[src/sv/hkbd_pkg.sv]
// ----------------------------------------------------------------------------
// hkbd_pkg
// Shared types, constants and the key code to ASCII map for the HID boot
// keyboard report decoder.
// ----------------------------------------------------------------------------
`default_nettype none

package hkbd_pkg;

    localparam int unsigned REPORT_SLOTS = 6;
    localparam int unsigned CODE_W       = 8;
    localparam int unsigned CHAR_W       = 7;
    localparam int unsigned IN_DATA_W    = CODE_W * (REPORT_SLOTS + 1);
    localparam int unsigned OUT_DATA_W   = 8;

    localparam logic [CODE_W-1:0] CODE_LIMIT = 8'd128;
    localparam logic [CODE_W-1:0] SHIFT_MASK = 8'h22;
    localparam logic [CHAR_W-1:0] ASCII_LF   = 7'h0A;
    localparam logic [CHAR_W-1:0] ASCII_ESC  = 7'h1B;
    localparam logic [CHAR_W-1:0] ASCII_BS   = 7'h08;
    localparam logic [CHAR_W-1:0] ASCII_TAB  = 7'h09;
    localparam logic [CHAR_W-1:0] ASCII_DEL  = 7'h7F;

    typedef enum logic [1:0] {
        ST_IDLE,
        ST_QUAL,
        ST_CHECK,
        ST_FINISH
    } t_state;

    // result of the shared compare unit
    typedef struct packed {
        logic code_ok;
        logic match;
    } t_cmp_res;

    // commands from the sequencer to the datapath
    typedef struct packed {
        logic found;
        logic commit;
        logic store;
    } t_cmd;

    function automatic logic [CHAR_W-1:0] f_keymap(input logic [CHAR_W-1:0] code,
                                                   input logic              shift);
        logic [CHAR_W-1:0] v;
        v = '0;
        if (code inside {[7'h04:7'h1D]}) begin
            v = shift ? CHAR_W'(code + 7'h3D) : CHAR_W'(code + 7'h5D);
        end else if (!shift && (code inside {[7'h1E:7'h26]})) begin
            v = CHAR_W'(code + 7'h13);
        end else begin
            case (code)
                7'h1E:   v = 7'h21;
                7'h1F:   v = 7'h40;
                7'h20:   v = 7'h23;
                7'h21:   v = 7'h24;
                7'h22:   v = 7'h25;
                7'h23:   v = 7'h5E;
                7'h24:   v = 7'h26;
                7'h25:   v = 7'h2A;
                7'h26:   v = 7'h28;
                7'h27:   v = shift ? 7'h29 : 7'h30;
                7'h28:   v = ASCII_LF;
                7'h29:   v = ASCII_ESC;
                7'h2A:   v = ASCII_BS;
                7'h2B:   v = ASCII_TAB;
                7'h2C:   v = 7'h20;
                7'h2D:   v = shift ? 7'h5F : 7'h2D;
                7'h2E:   v = shift ? 7'h2B : 7'h3D;
                7'h2F:   v = shift ? 7'h7B : 7'h5B;
                7'h30:   v = shift ? 7'h7D : 7'h5D;
                7'h31:   v = shift ? 7'h7C : 7'h5C;
                7'h33:   v = shift ? 7'h3A : 7'h3B;
                7'h34:   v = shift ? 7'h22 : 7'h27;
                7'h35:   v = shift ? 7'h7E : 7'h60;
                7'h36:   v = shift ? 7'h3C : 7'h2C;
                7'h37:   v = shift ? 7'h3E : 7'h2E;
                7'h38:   v = shift ? 7'h3F : 7'h2F;
                7'h4C:   v = ASCII_DEL;
                default: v = '0;
            endcase
        end
        return v;
    endfunction

endpackage

`default_nettype wire

[src/sv/hkbd_cmp.sv]
// ----------------------------------------------------------------------------
// hkbd_cmp
// Shared compare unit: qualifies one key code and compares it against one
// entry of the previous report.
// ----------------------------------------------------------------------------
`default_nettype none

module hkbd_cmp (
    input  wire logic [7:0]          i_code,
    input  wire logic [7:0]          i_prev,
    output hkbd_pkg::t_cmp_res       o_res
);
    import hkbd_pkg::*;

    always_comb begin
        o_res.code_ok = (i_code != '0) && (i_code < CODE_LIMIT);
        o_res.match   = (i_code == i_prev);
    end

endmodule

`default_nettype wire

[src/sv/hkbd_ctrl.sv]
// ----------------------------------------------------------------------------
// hkbd_ctrl
// Sequencer: walks the report slots and, for each qualified code, the
// previous-report entries, one compare per cycle.
// ----------------------------------------------------------------------------
`default_nettype none

module hkbd_ctrl #(
    parameter int unsigned KEY_SLOTS = 6,
    parameter int unsigned IDX_W     = 3
) (
    input  wire logic                i_clk,
    input  wire logic                i_rst_n,
    input  wire logic                i_accept,
    input  wire logic                i_enable,
    input  wire logic                i_out_free,
    input  wire hkbd_pkg::t_cmp_res  i_cmp,
    output logic                     o_ready,
    output logic [IDX_W-1:0]         o_slot,
    output logic [IDX_W-1:0]         o_prev,
    output hkbd_pkg::t_cmd           o_cmd
);
    import hkbd_pkg::*;

    localparam logic [IDX_W-1:0] LAST = IDX_W'(KEY_SLOTS - 1);

    t_state           r_state, n_state;
    logic [IDX_W-1:0] r_slot,  n_slot;
    logic [IDX_W-1:0] r_prev,  n_prev;
    logic             w_last_slot;
    logic             w_last_prev;

    assign w_last_slot = (r_slot == LAST);
    assign w_last_prev = (r_prev == LAST);

    always_ff @(posedge i_clk) begin
        if (!i_rst_n) begin
            r_state <= ST_IDLE;
            r_slot  <= '0;
            r_prev  <= '0;
        end else begin
            r_state <= n_state;
            r_slot  <= n_slot;
            r_prev  <= n_prev;
        end
    end

    always_comb begin
        n_state = r_state;
        n_slot  = r_slot;
        n_prev  = r_prev;
        case (r_state)
            ST_IDLE: begin
                n_slot = '0;
                n_prev = '0;
                if (i_accept) begin
                    n_state = i_enable ? ST_QUAL : ST_FINISH;
                end
            end
            ST_QUAL: begin
                n_prev = '0;
                if (i_cmp.code_ok) begin
                    n_state = ST_CHECK;
                end else if (w_last_slot) begin
                    n_state = ST_FINISH;
                end else begin
                    n_slot = r_slot + 1'b1;
                end
            end
            ST_CHECK: begin
                if (i_cmp.match) begin
                    n_prev = '0;
                    if (w_last_slot) begin
                        n_state = ST_FINISH;
                    end else begin
                        n_state = ST_QUAL;
                        n_slot  = r_slot + 1'b1;
                    end
                end else if (w_last_prev) begin
                    n_state = ST_FINISH;
                end else begin
                    n_prev = r_prev + 1'b1;
                end
            end
            ST_FINISH: begin
                if (i_out_free) begin
                    n_state = ST_IDLE;
                end
            end
            default: n_state = ST_IDLE;
        endcase
    end

    always_comb begin
        o_ready      = 1'b0;
        o_cmd.found  = 1'b0;
        o_cmd.commit = 1'b0;
        o_cmd.store  = 1'b0;
        case (r_state)
            ST_IDLE:  o_ready = 1'b1;
            ST_QUAL:  ;
            ST_CHECK: o_cmd.found = !i_cmp.match && w_last_prev;
            ST_FINISH: begin
                o_cmd.commit = i_out_free;
                o_cmd.store  = i_out_free && i_enable;
            end
            default:  ;
        endcase
    end

    assign o_slot = r_slot;
    assign o_prev = r_prev;

    a_found_at_last_prev: assert property (@(posedge i_clk) disable iff (!i_rst_n)
        o_cmd.found |-> (r_state == ST_CHECK) && w_last_prev && !i_cmp.match)
        else $error("key reported new before all previous entries were checked");

    a_accept_leaves_idle: assert property (@(posedge i_clk) disable iff (!i_rst_n)
        i_accept |=> !o_ready)
        else $error("sequencer still ready after taking a report");

    a_commit_returns_idle: assert property (@(posedge i_clk) disable iff (!i_rst_n)
        o_cmd.commit |=> o_ready)
        else $error("sequencer not idle after result commit");

endmodule

`default_nettype wire

[src/sv/hid_boot_keyboard_report_decoder.sv]
// ----------------------------------------------------------------------------
// hid_boot_keyboard_report_decoder
// Decodes HID boot keyboard reports into the ASCII code of the first newly
// pressed key.
//
// Input stream: one transaction per report. tdata carries the modifier byte
// in bits 7:0 and key slots 1..6 in the following bytes. The key codes of the
// last report seen while enabled are kept and compared against.
// Output stream: one transaction per report. tdata[6:0] is the character,
// tuser is the new-press flag.
// Configuration: i_cfg_wr_en writes the enable bit; write only while idle.
// Timing: one compare unit checks one slot against one stored code per
// cycle. For each scanned slot the sequencer qualifies the code, then
// compares it against the stored codes until a match or the last entry;
// a disabled report goes straight to the finish state.
// The input is ready only while the sequencer is idle.
// The result sits in an output register; a new report is taken while it
// waits, and the next result holds in the sequencer until the receiver
// takes the previous one.
// Reset clears the stored codes, the enable bit and the output valid.
// ----------------------------------------------------------------------------
`default_nettype none

module hid_boot_keyboard_report_decoder #(
    parameter int unsigned KEY_SLOTS = 6
) (
    input  wire logic                               i_clk,
    input  wire logic                               i_rst_n,
    input  wire logic                               i_cfg_wr_en,
    input  wire logic                               i_cfg_wr_data,
    input  wire logic                               i_s_axis_tvalid,
    output logic                                    o_s_axis_tready,
    // modifiers, key_1, key_2, key_3, key_4, key_5, key_6
    input  wire logic [hkbd_pkg::IN_DATA_W-1:0]     i_s_axis_tdata,
    output logic                                    o_m_axis_tvalid,
    input  wire logic                               i_m_axis_tready,
    // char_code, one zero pad bit
    output logic [hkbd_pkg::OUT_DATA_W-1:0]         o_m_axis_tdata,
    // new_press
    output logic                                    o_m_axis_tuser
);
    import hkbd_pkg::*;

    localparam int unsigned IDX_W = (KEY_SLOTS > 1) ? $clog2(KEY_SLOTS) : 1;

    logic                                r_enable;
    logic                                r_shift;
    logic [KEY_SLOTS-1:0][CODE_W-1:0]    r_codes;
    logic [KEY_SLOTS-1:0][CODE_W-1:0]    r_prev;
    logic [CHAR_W-1:0]                   r_char;
    logic                                r_hit;
    logic                                r_out_valid;
    logic [CHAR_W-1:0]                   r_out_char;
    logic                                r_out_hit;

    logic                                w_accept;
    logic                                w_out_free;
    logic                                w_ready;
    logic [IDX_W-1:0]                    w_slot;
    logic [IDX_W-1:0]                    w_prev_idx;
    logic [CODE_W-1:0]                   w_code;
    t_cmp_res                            w_cmp;
    t_cmd                                w_cmd;

    assign w_accept   = i_s_axis_tvalid && w_ready;
    assign w_out_free = !r_out_valid || i_m_axis_tready;
    assign w_code     = r_codes[w_slot];

    hkbd_cmp u_cmp (
        .i_code (w_code),
        .i_prev (r_prev[w_prev_idx]),
        .o_res  (w_cmp)
    );

    hkbd_ctrl #(
        .KEY_SLOTS (KEY_SLOTS),
        .IDX_W     (IDX_W)
    ) u_ctrl (
        .i_clk      (i_clk),
        .i_rst_n    (i_rst_n),
        .i_accept   (w_accept),
        .i_enable   (r_enable),
        .i_out_free (w_out_free),
        .i_cmp      (w_cmp),
        .o_ready    (w_ready),
        .o_slot     (w_slot),
        .o_prev     (w_prev_idx),
        .o_cmd      (w_cmd)
    );

    always_ff @(posedge i_clk) begin
        if (!i_rst_n) begin
            r_enable    <= 1'b0;
            r_prev      <= '0;
            r_out_valid <= 1'b0;
        end else begin
            if (i_cfg_wr_en) begin
                r_enable <= i_cfg_wr_data;
            end
            if (w_cmd.store) begin
                r_prev <= r_codes;
            end
            if (w_cmd.commit) begin
                r_out_valid <= 1'b1;
            end else if (i_m_axis_tready) begin
                r_out_valid <= 1'b0;
            end
        end
    end

    always_ff @(posedge i_clk) begin
        if (w_accept) begin
            r_shift <= (i_s_axis_tdata[CODE_W-1:0] & SHIFT_MASK) != '0;
            for (int s = 0; s < KEY_SLOTS; s++) begin
                r_codes[s] <= i_s_axis_tdata[CODE_W*(s+1) +: CODE_W];
            end
            r_char <= '0;
            r_hit  <= 1'b0;
        end else if (w_cmd.found) begin
            r_char <= f_keymap(w_code[CHAR_W-1:0], r_shift);
            r_hit  <= 1'b1;
        end
        if (w_cmd.commit) begin
            r_out_char <= r_char;
            r_out_hit  <= r_hit;
        end
    end

    assign o_s_axis_tready = w_ready;
    assign o_m_axis_tvalid = r_out_valid;
    assign o_m_axis_tdata  = {1'b0, r_out_char};
    assign o_m_axis_tuser  = r_out_hit;

    a_no_press_no_char: assert property (@(posedge i_clk) disable iff (!i_rst_n)
        o_m_axis_tvalid && !o_m_axis_tuser |-> (o_m_axis_tdata == '0))
        else $error("character without a new press");

    a_prev_held: assert property (@(posedge i_clk) disable iff (!i_rst_n)
        !w_cmd.store |=> $stable(r_prev))
        else $error("stored codes changed outside a commit");

    a_disabled_silent: assert property (@(posedge i_clk) disable iff (!i_rst_n)
        w_cmd.commit && !r_enable |-> !r_hit && !w_cmd.store)
        else $error("disabled report produced a press or stored codes");

endmodule

`default_nettype wire
[config.mk]
export PLATFORM = sky130hd
export DESIGN_NAME = hid_boot_keyboard_report_decoder
export DESIGN_NICKNAME = d
export VERILOG_FILES = /design/src/sv/hkbd_pkg.sv /design/src/sv/hkbd_cmp.sv /design/src/sv/hkbd_ctrl.sv /design/src/sv/hid_boot_keyboard_report_decoder.sv
export SDC_FILE = /design/constraint.sdc
export NUM_CORES = 1
export LEC_CHECK = 0
export ABC_AREA = 1
export BUFFER_PORTS_ARGS = -buffer_cell sky130_fd_sc_hd__buf_2
export CAP_MARGIN = 20
export CORE_MARGIN = 2
export CORE_UTILIZATION = 23
export DETAILED_ROUTE_END_ITERATION = 8
export SYNTH_ARGS = -nofsm -noshare
export SYNTH_HDL_FRONTEND = slang
export SYNTH_SLANG_ARGS = --single-unit
[constraint.sdc]
create_clock -name i_clk -period 3.45 [get_ports i_clk]
set_clock_uncertainty 0.05 [all_clocks]
set_input_delay 0.5175 -clock i_clk [delete_from_list [all_inputs] [get_ports i_clk]]
set_output_delay 0.5175 -clock i_clk [all_outputs]
set_load 0.01 [all_outputs]
==> flow_summary.ini <==
[status]
status = finished, final reports clean

[floorplanning]
dieArea_um2 = 30200
die_w_um = 174
rows = 62
initial_core_util_pct = 23.2
boundaryPins = 73
die-height_um = 174
core-area_um2 = 28500

[yosys]
syn_inst = 863
synth_top_area_share_pct = 25.8
synth_compound_area_share_pct = 14.0
async_reset_ff_share_pct = 0
yosys.area_share.simple_pct = 26.6
synth_mux_area_share_pct = 0
syn-mean-instance-area_um2 = 7.69
ys_warn_count = 0
yosysTopAreaCell = edfxtp_1
syn_area_um2 = 6640
synth_xor_area_share_pct = 1.72
synth_fa_ha_area_share_pct = 2.83
yosysSeqAreaShare_pct = 45.7
synthTopCellsByArea = edfxtp_1, dfxtp_1, nand2_1, a21oi_1, nand3_1
syn_nets = 940
synth_cell_types = 40
synth_top_family_by_area = simple AND/OR/NAND/NOR gates
yosys_register_bits = 123
synth-edff-count = 57
synth_ff_type = dfxtp_1

[global_route]
grt_pass1_wl_mm = 29.2
overflow = 0
grt_antenna_before_repair = 0
grt_start_max_net_pins = 39
grt_pass1_vias = 5656
groute.usage.overall_pct = 12.1

[pwr]
netSwitchingPower_uw = 2430
power_uw = 6040
peakVddDrop_v = 0.000363
switching_share_pct = 40.3
p_int_uw = 3610
pwr-share-clk_pct = 32.0
powerDensity_nw_per_um2 = 758
combinationalPowerShare_pct = 36.5
seq_power_share_pct = 31.5
power.leakage_uw = 0.00333

[cells_and_area]
diodes = 0
drive_above_1_share_pct = 16.7
area_delta_synth_final_pct = 20.2
final_cells = 1318
nNetsFinal = 998

[worst_setup_path]
endpoint_kind = flop
path_max_fanout = 22
cp-start-kind = flop
cp.required_ns = 3.67
arrival_ns = 3.17
critical_path_class = flop to flop

[clocking]
cts_hold_buf = 0
cts_made_buffers = 17
cts.repair.resized = 0
cts_root_buffer = clkbuf_16
h-tree-depth = 4
clock_sinks = 123
clk_path_buf_depth = 2
cts_tree = done
path_clk_slew_ns = 0.07
post-cts-setup-buffer-count = 0
clk_latency_ns = 0.42

[placement]
dp_slack_ns = 0.513
dp_hpwl_mm = 12.4
dp_cells = 1286
gp_congestion = 0.898
io_buffers = 65

[timing]
relSlewSlack_pct = 36.4
whs_ns = 0.216
finalSetupViolations = 0
setup_tns_ns = 0
period_needed_ns = 2.95
finalCritPeriodShare_pct = 85.6
slew_violations = 0
max_slew.worst_pin.slew_ns = 0.953
fin_ws_ns = 0.498
rsz0062_at_grt = no
hold_viol = 0
fmaxAchievable_ghz = 0.339

[route]
avgRoutedWirePerCell_um = 13.7
dr_total_vias = 5866
vias_per_cell = 4.45
remaining_drc_errors = 0
drtPass1Iterations = 5
antenna_left = 0
routed_wl_mm = 18.1
drt_iter0_drc = 475

[hold_path]
hold_path_class = primary input to flop

[flow_run]
cap_violations = 0
-- cells in the final DEF, fill, tap and decap left out, types with 5 or more instances in the layout --
master | synthesis | final
clkbuf_16 | 0 | 17
ha_1 | 15 | 15
buf_2 | 7 | 65
nor2_1 | 95 | 94
a21oi_1 | 86 | 86
o21ai_0 | 50 | 50
edfxtp_1 | 57 | 57
buf_4 | 5 | 12
nand3_1 | 78 | 78
o21ai_1 | 6 | 6
xor2_1 | 12 | 12
dfxtp_1 | 66 | 66
nand2_2 | 14 | 15
inv_6 | 0 | 5
inv_2 | 5 | 6
inv_1 | 93 | 92
o211ai_1 | 18 | 18
nand2_1 | 190 | 189
-- layout make-up --
type	count	area [um^2]
Clock buffer	17	425
Clock inverter	15	203
Multi-Input combinational cell	601	3000
Sequential cell	123	3030
Timing Repair Buffer	79	455
Fill cell	3123	20600
Inverter	99	374
Tap cell	384	480
-- cell families after synthesis --
family | after synthesis
other | 1
xor gates and xnor gates | 13
DFF | 123
buffers and inverters | 139
adders and majority gates | 15
AOI/OAI and AO/OA | 169
and+or+nand+nor | 403
-- through the flow --
step                      area [um^2]  utilization, %
final                            7980            27.9
after global routing             7980            27.9
after CTS                        7980            27.9
after detailed placement         7350            25.7
after global placement           7350            25.7
after floorplan                  6640               -
-- state kept, by name, summed over array words and instances (netlist names) --
name	count
r_prev	48
r_out_char	7
u_ctrl.o_prev	3
o_m_axis_tuser	1
o_m_axis_tvalid	1
r_enable	1
r_codes	48
u_ctrl.r_state	2
r_char	7
u_ctrl.o_slot	3
r_hit	1
r_shift	1
-- cells in the mapped netlist (5+ instances only) --
master,count
nand2_1,190
nor2_1,95
inv_1,93
o21ai_1,6
dfxtp_1,66
buf_4,5
inv_2,5
edfxtp_1,57
o21ai_0,50
nand2_2,14
clkbuf_1,22
nand3_1,78
buf_2,7
o211ai_1,18
ha_1,15
xor2_1,12
a21oi_1,86
-- worst max-delay path, stage by stage, from the launching register on --
cell	delay [ns]
dfxtp_1	0.34
inv_2	0.33
nand2_1	0.10
nand3_1	0.08
nand2_1	0.07
nand2_1	0.09
nand2_2	0.07
inv_1	0.18
ha_1	0.32
inv_1	0.06
nor2_1	0.19
nand2_1	0.15
o21ai_1	0.19
inv_1	0.07
nor2_1	0.12
nand2_1	0.06
nand2_1	0.06
inv_1	0.04
nand2_1	0.08
nand2_1	0.05
nand2_1	0.06
nor2_1	0.03
-- metal layers --
| layer | vias to the layer above | GRT usage, % | part of all wire, % |
|---|---|---|---|
| met5 | - | 0 | 0 |
| met4 | 0 | 5.11 | 2.0 |
| met3 | 28 | 1.43 | 4.2 |
| met2 | 180 | 21.5 | 51 |
| met1 | 2707 | 14.7 | 43 |
| li1 | 2951 | - | - |
-- worst paths after layout --
path / start / to / slack (ns) / depth (start not counted)
max reg2reg: u_ctrl.o_slot[0]$_SDFFE_PN0P_ / u_ctrl.r_state[1]$_SDFFE_PN0P_ / 0.50 / 21
min: i_s_axis_tdata[33] / r_codes[25]$_DFFE_PP_ / 0.22 / 1
max: u_ctrl.o_slot[0]$_SDFFE_PN0P_ / u_ctrl.r_state[1]$_SDFFE_PN0P_ / 0.50 / 21
min reg2reg: r_char[3]$_SDFFE_PP0P_ / r_out_char[3]$_DFFE_PP_ / 0.38 / 0
-- power by group through the flow --
stage                     sequential (uW)  clock, uW  combinational (uW)
after CTS                            1910       1960                2180
after detailed placement             1940          0                2170
after floorplan                      1870          0                1660
final                                1910       1930                2200
after global routing                 1920       2020                2480
after global placement               1930          0                2170
Power figures use the tool's default switching activity.
